<file path="config.mk">
export PLATFORM = sky130hd
export DESIGN_NAME = descending_selection_sort_core
export DESIGN_NICKNAME = d
export VERILOG_FILES = /design/src/sv/dss_pkg.sv /design/src/sv/dss_cell.sv /design/src/sv/descending_selection_sort_core.sv
export SDC_FILE = /design/constraint.sdc
export NUM_CORES = 2
export LEC_CHECK = 0
export BUFFER_PORTS_ARGS = -buffer_cell sky130_fd_sc_hd__buf_2
export CORE_ASPECT_RATIO = 1.2
export CORE_MARGIN = 2
export CORE_UTILIZATION = 60
export DETAILED_ROUTE_END_ITERATION = 16
export PLACE_DENSITY_LB_ADDON = 0.25
export SLEW_MARGIN = 20
export SYNTH_ARGS = -nofsm -noshare
export SYNTH_HDL_FRONTEND = slang
export SYNTH_SLANG_ARGS = --single-unit
</file>
<file path="constraint.sdc">
create_clock -name clk -period 12 [get_ports clk]
set_input_delay 1.8 -clock clk [delete_from_list [all_inputs] [get_ports clk]]
set_output_delay 1.8 -clock clk [all_outputs]
set_load 0.02 [all_outputs]
</file>
<file path="src/sv/dss_pkg.sv">
`timescale 1ns / 1ps
// ----------------------------------------------------------------------------
// dss_pkg
// Shared types and constants for the descending sort core and its cells.
// ----------------------------------------------------------------------------
package dss_pkg;

  localparam int unsigned DEPTH_DEF = 64;
  localparam int unsigned VALUE_W   = 16;

  typedef struct packed {
    logic [VALUE_W-1:0] value;
    logic               last_in;
  } in_item_t;

  typedef struct packed {
    logic [VALUE_W-1:0] sorted_value;
    logic               last_out;
  } out_item_t;

  typedef struct packed {
    logic ins;
    logic shift;
  } cell_ctrl_t;

  typedef struct packed {
    logic [VALUE_W-1:0] value;
    logic               valid;
    logic               take;
  } cell_link_t;

endpackage

</file>
<file path="src/sv/dss_cell.sv">
`timescale 1ns / 1ps
// ----------------------------------------------------------------------------
// dss_cell
// One slot of the sorting chain: holds a value, inserts in order, shifts out.
// ----------------------------------------------------------------------------
module dss_cell (
  input  logic                        clk,
  input  logic                        rst_n,
  input  dss_pkg::cell_ctrl_t         ctrl,
  input  logic [dss_pkg::VALUE_W-1:0] x,
  input  dss_pkg::cell_link_t         left,
  input  dss_pkg::cell_link_t         right,
  output dss_pkg::cell_link_t         link
);

  logic [dss_pkg::VALUE_W-1:0] value_r;
  logic [dss_pkg::VALUE_W-1:0] value_nxt;
  logic                        valid_r;
  logic                        valid_nxt;
  logic                        take;

  // A held value moves right when the new value is larger; the first empty
  // slot fills from its left neighbor or with the new value.
  assign take = ctrl.ins && (valid_r ? (x > value_r) : left.valid);

  always_comb begin
    value_nxt = value_r;
    valid_nxt = valid_r;
    priority if (ctrl.shift) begin
      value_nxt = right.value;
      valid_nxt = right.valid;
    end else if (take) begin
      value_nxt = left.take ? left.value : x;
      valid_nxt = 1'b1;
    end
  end

  always_ff @(posedge clk) begin
    if (!rst_n) begin
      valid_r <= 1'b0;
    end else begin
      valid_r <= valid_nxt;
    end
    value_r <= value_nxt;
  end

  assign link.value = value_r;
  assign link.valid = valid_r;
  assign link.take  = take;

endmodule

</file>
<file path="src/sv/descending_selection_sort_core.sv">
`timescale 1ns / 1ps
// ----------------------------------------------------------------------------
// descending_selection_sort_core
// Sorts a block of up to DEPTH unsigned values into non-increasing order.
// ----------------------------------------------------------------------------
// Values are taken one per cycle and inserted in order into a chain of DEPTH
// cells. The transfer that carries last_in closes the block; from the next
// cycle the chain shifts toward its head and emits one result per cycle
// while out_stall is low. The input is stalled during the drain and is
// taken again in the cycle after the final result is loaded. Values beyond
// DEPTH are dropped.
module descending_selection_sort_core #(
  parameter int unsigned DEPTH = dss_pkg::DEPTH_DEF
) (
  input  logic               clk,
  input  logic               rst_n,
  input  logic               in_valid,
  output logic               in_stall,
  input  dss_pkg::in_item_t  in_data,
  output logic               out_valid,
  input  logic               out_stall,
  output dss_pkg::out_item_t out_data
);

  localparam int unsigned CNT_W = $clog2(DEPTH + 1);

  typedef enum logic {
    ST_LOAD,
    ST_DRAIN
  } state_t;

  state_t                      state_r;
  logic [CNT_W-1:0]            count_r;
  logic                        out_valid_r;
  dss_pkg::out_item_t          out_data_r;
  dss_pkg::cell_ctrl_t         ctrl;
  dss_pkg::cell_link_t         links [DEPTH];
  dss_pkg::cell_link_t         head_left;
  dss_pkg::cell_link_t         tail_right;
  logic                        in_xfer;
  logic                        load_out;

  assign in_stall = (state_r == ST_DRAIN);
  assign in_xfer  = in_valid && !in_stall;
  assign ctrl.ins = in_xfer && (count_r < CNT_W'(DEPTH));
  assign load_out = (state_r == ST_DRAIN) && (count_r != '0) &&
                    (!out_valid_r || !out_stall);
  assign ctrl.shift = load_out;

  assign head_left.value  = '0;
  assign head_left.valid  = 1'b1;
  assign head_left.take   = 1'b0;
  assign tail_right.value = '0;
  assign tail_right.valid = 1'b0;
  assign tail_right.take  = 1'b0;

  for (genvar i = 0; i < DEPTH; i++) begin : g_cell
    dss_cell u_cell (
      .clk   (clk),
      .rst_n (rst_n),
      .ctrl  (ctrl),
      .x     (in_data.value),
      .left  ((i == 0) ? head_left : links[(i == 0) ? 0 : i - 1]),
      .right ((i == DEPTH - 1) ? tail_right : links[(i == DEPTH - 1) ? i : i + 1]),
      .link  (links[i])
    );
  end

  always_ff @(posedge clk) begin
    if (!rst_n) begin
      state_r     <= ST_LOAD;
      count_r     <= '0;
      out_valid_r <= 1'b0;
    end else begin
      unique case (state_r)
        ST_LOAD: begin
          if (ctrl.ins) begin
            count_r <= count_r + CNT_W'(1);
          end
          if (in_xfer && in_data.last_in) begin
            state_r <= ST_DRAIN;
          end
        end
        ST_DRAIN: begin
          if (load_out) begin
            count_r <= count_r - CNT_W'(1);
            if (count_r == CNT_W'(1)) begin
              state_r <= ST_LOAD;
            end
          end
        end
        default: begin
          state_r <= ST_LOAD;
        end
      endcase
      if (load_out) begin
        out_valid_r <= 1'b1;
      end else if (!out_stall) begin
        out_valid_r <= 1'b0;
      end
    end
    if (load_out) begin
      out_data_r.sorted_value <= links[0].value;
      out_data_r.last_out     <= (count_r == CNT_W'(1));
    end
  end

  assign out_valid = out_valid_r;
  assign out_data  = out_data_r;

endmodule
</file>
==> metrics.txt <==
status=completed; clk_lat worst skew=0.78 ns; Hold Fails Final Rpt=0; Clock Pin Slew Worst Setup and Hold Paths=0.06 ns; f_max=181.7 MHz; WS Path Type=primary input to register; nets=8904; WP data required=12.46 ns; syn_area_per_cell=9.759 µm²; Post-Route WL=266.5 mm; Seq/Total Area, Yosys=41.12%; DR pass1 iterations=12; vias per cell=7.319; # resized after CTS=0; layout overhead on the synthesized area=6.913%; post-route insts no fill=9661; Async S/R FF share, synth=0%; Yosys reg bits=1114; Main synth FF type=edfxtp_1; chip height=402.0 µm; Power Density=163.6 nW/µm²; setup_tns=0 ns; Min-Delay Path Class=register to register; I/O Buffers=39; post-synth top area share=38.87%; Vias=70710; Critical Path Sink Type=register; top cells by area, synth=edfxtp_1 39%, ha_1 16%, o221ai_1 7.8%; first-pass GRT wire length=403.0 mm; Worst Skew=0.02725 ns; vias in the first global route=70450; Iteration-0 DRC Markers=8592; largest net degree at the start of global routing=159; DP HPWL=176.9 mm; Synth Cell Area=79180 µm²; Max Cap Viol=0; peak supply drop=0.1296 mV; critical path arrival=5.97 ns; post-synth top area cell=edfxtp_1; Slew HR=24.62%; die width=335.6 µm; Clock Path Buffers=3; post-CTS setup buffer count=0; # setup viols final=0; CTS tree=done; die area=134900 µm²; io pins=40; hold_buf cts=0; synthesized instance count=8114; Worst-Margin Slew=1.131 ns; Routed Antenna Nets=0; leading cell type in the layout, fill and taps excluded=ha_1; startpoint types=primary input; initial antenna violation count=4; crit path max fanout=35; commonest cells after routing, fill and taps aside=1028 x ha_1, 1025 x edfxtp_1, 1004 x inv_1; CTS H-tree lvls=3; fin. max-slew vios=0; Global Route Usage Sum=38.43%; Root Driver=clkbuf_16; Remaining DRCs=0; routed len/inst=27.58 µm; Net Count, Synth=9163; Core Area=131500 µm²; Post-synth EDFFs=1025; Placed Cells=9435; minimum clock period=5.503 ns; Site Rows=146; Inserted Clock Buffers=119; Yosys cell types=74; total gr overflow=0; share of layout cells above drive strength 1=6.534%; Leak Pwr=33.57 nW; synth warn=0; placer congestion estimate=0.9395; Final Cycle Share=45.86%; RSZ-0062 raised after global routing=false; Starting Density=60.20%; Clock Sinks=1114
worst paths after layout:
kind         slack [ns]                    startpoint  cells after the start                             to
max                6.50                   in_data[14]                     11   g_cell[62].u_cell.value_r[0]
min                0.52  g_cell[63].u_cell.value_r[8]                      2   g_cell[63].u_cell.value_r[8]
max reg2reg        7.17                    count_r[2]                      7  g_cell[11].u_cell.value_r[13]
min reg2reg        0.52  g_cell[63].u_cell.value_r[8]                      2   g_cell[63].u_cell.value_r[8]
cells in the mapped netlist (14+ instances only):
cell type  count
edfxtp_1    1025
a211oi_1      80
inv_1       1005
nor2_1       249
nor2b_1       50
o21a_1        49
ha_1        1028
clkbuf_2      21
or2_2         32
a221o_1       48
clkbuf_1     320
a21o_1        84
or3_1         61
o211ai_1     101
a2bb2oi_1     44
or4_1         56
a22oi_1      243
dfxtp_1       89
o21ai_0      826
o221ai_1     703
nand3_1       53
nand4_1      199
a311oi_1      17
nor3_1       105
buf_2        180
nand2b_1      16
a31oi_1      274
a2111oi_0     14
o21bai_1      19
nor3b_1       43
nand2_1      500
a21oi_1      414
per-stage QoR:
stage | hold WS (ns) | utilization (%) | setup slack (ns) | instance area (µm²) | power (W)
final | 0.5183 | 64.37 | 6.497 | 84660 | 0.01385
after global routing | 0.5301 | 64.36 | 6.358 | 84650 | 0.01441
after CTS | 0.5144 | 64.30 | 6.629 | 84570 | 0.01368
after detailed placement | 0.4853 | 61.16 | 5.833 | 80440 | 0.009743
after global placement | 0.4889 | 61.11 | 5.646 | 80380 | 0.009521
after floorplan | 0.4502 | - | 5.921 | 79180 | 0.008364
report_power, final:
group	internal, W	switching [W]
registers	0.00520	0.000453
clock network	0.00230	0.00170
logic	0.00136	0.00283
registers in the layout (all words and copies together) (netlist names):
signal                 flops
out_valid                  1
out_data                  17
count_r                    7
g_cell.u_cell.valid_r     64
in_stall                   1
g_cell.u_cell.value_r   1024
worst max-delay path, cell delays in order:
cell and delay (ns):
buf_4 0.52, buf_4 0.55, buf_4 0.43, ha_1 0.22, nand4_1 0.22, nor4_1 0.59, a21boi_0 0.34, nor4_2 0.08
buf_4 0.21, o21ai_1 0.62, buf_4 0.31
metal layers:
layer | vias to the layer above | GRT usage (%) | wire [µm]
li1 | 30890 | - | -
met1 | 33900 | 46.28 | 94200
met2 | 4611 | 62.63 | 124000
met3 | 1303 | 6.693 | 27420
met4 | 4 | 26.60 | 20790
met5 | - | 0 | 68
cell type report:
cell class	instances	area (µm²)
fillers	10550	46870
multi-input cells	5445	40790
flip-flops and latches	1114	32560
inverters	1007	3792
clock buffers	146	3201
well taps	1702	2130
repair buffers	168	1251
clock inverters	78	925.9
diodes	1	2.502
logic make-up (layout without fill, tap and decap cells):
family	after synthesis	after routing	synth area share (%)
fa+ha+maj	1028	1028	16.24
xor+xnor	6	6	0.06636
other cells	0	1	0
compound gates	2995	2995	25.79
buf+inv	1555	1399	7.807
simple gates	1416	1416	8.970
flops	1114	1114	41.12
No activity file was read; power rests on OpenSTA's default activity.
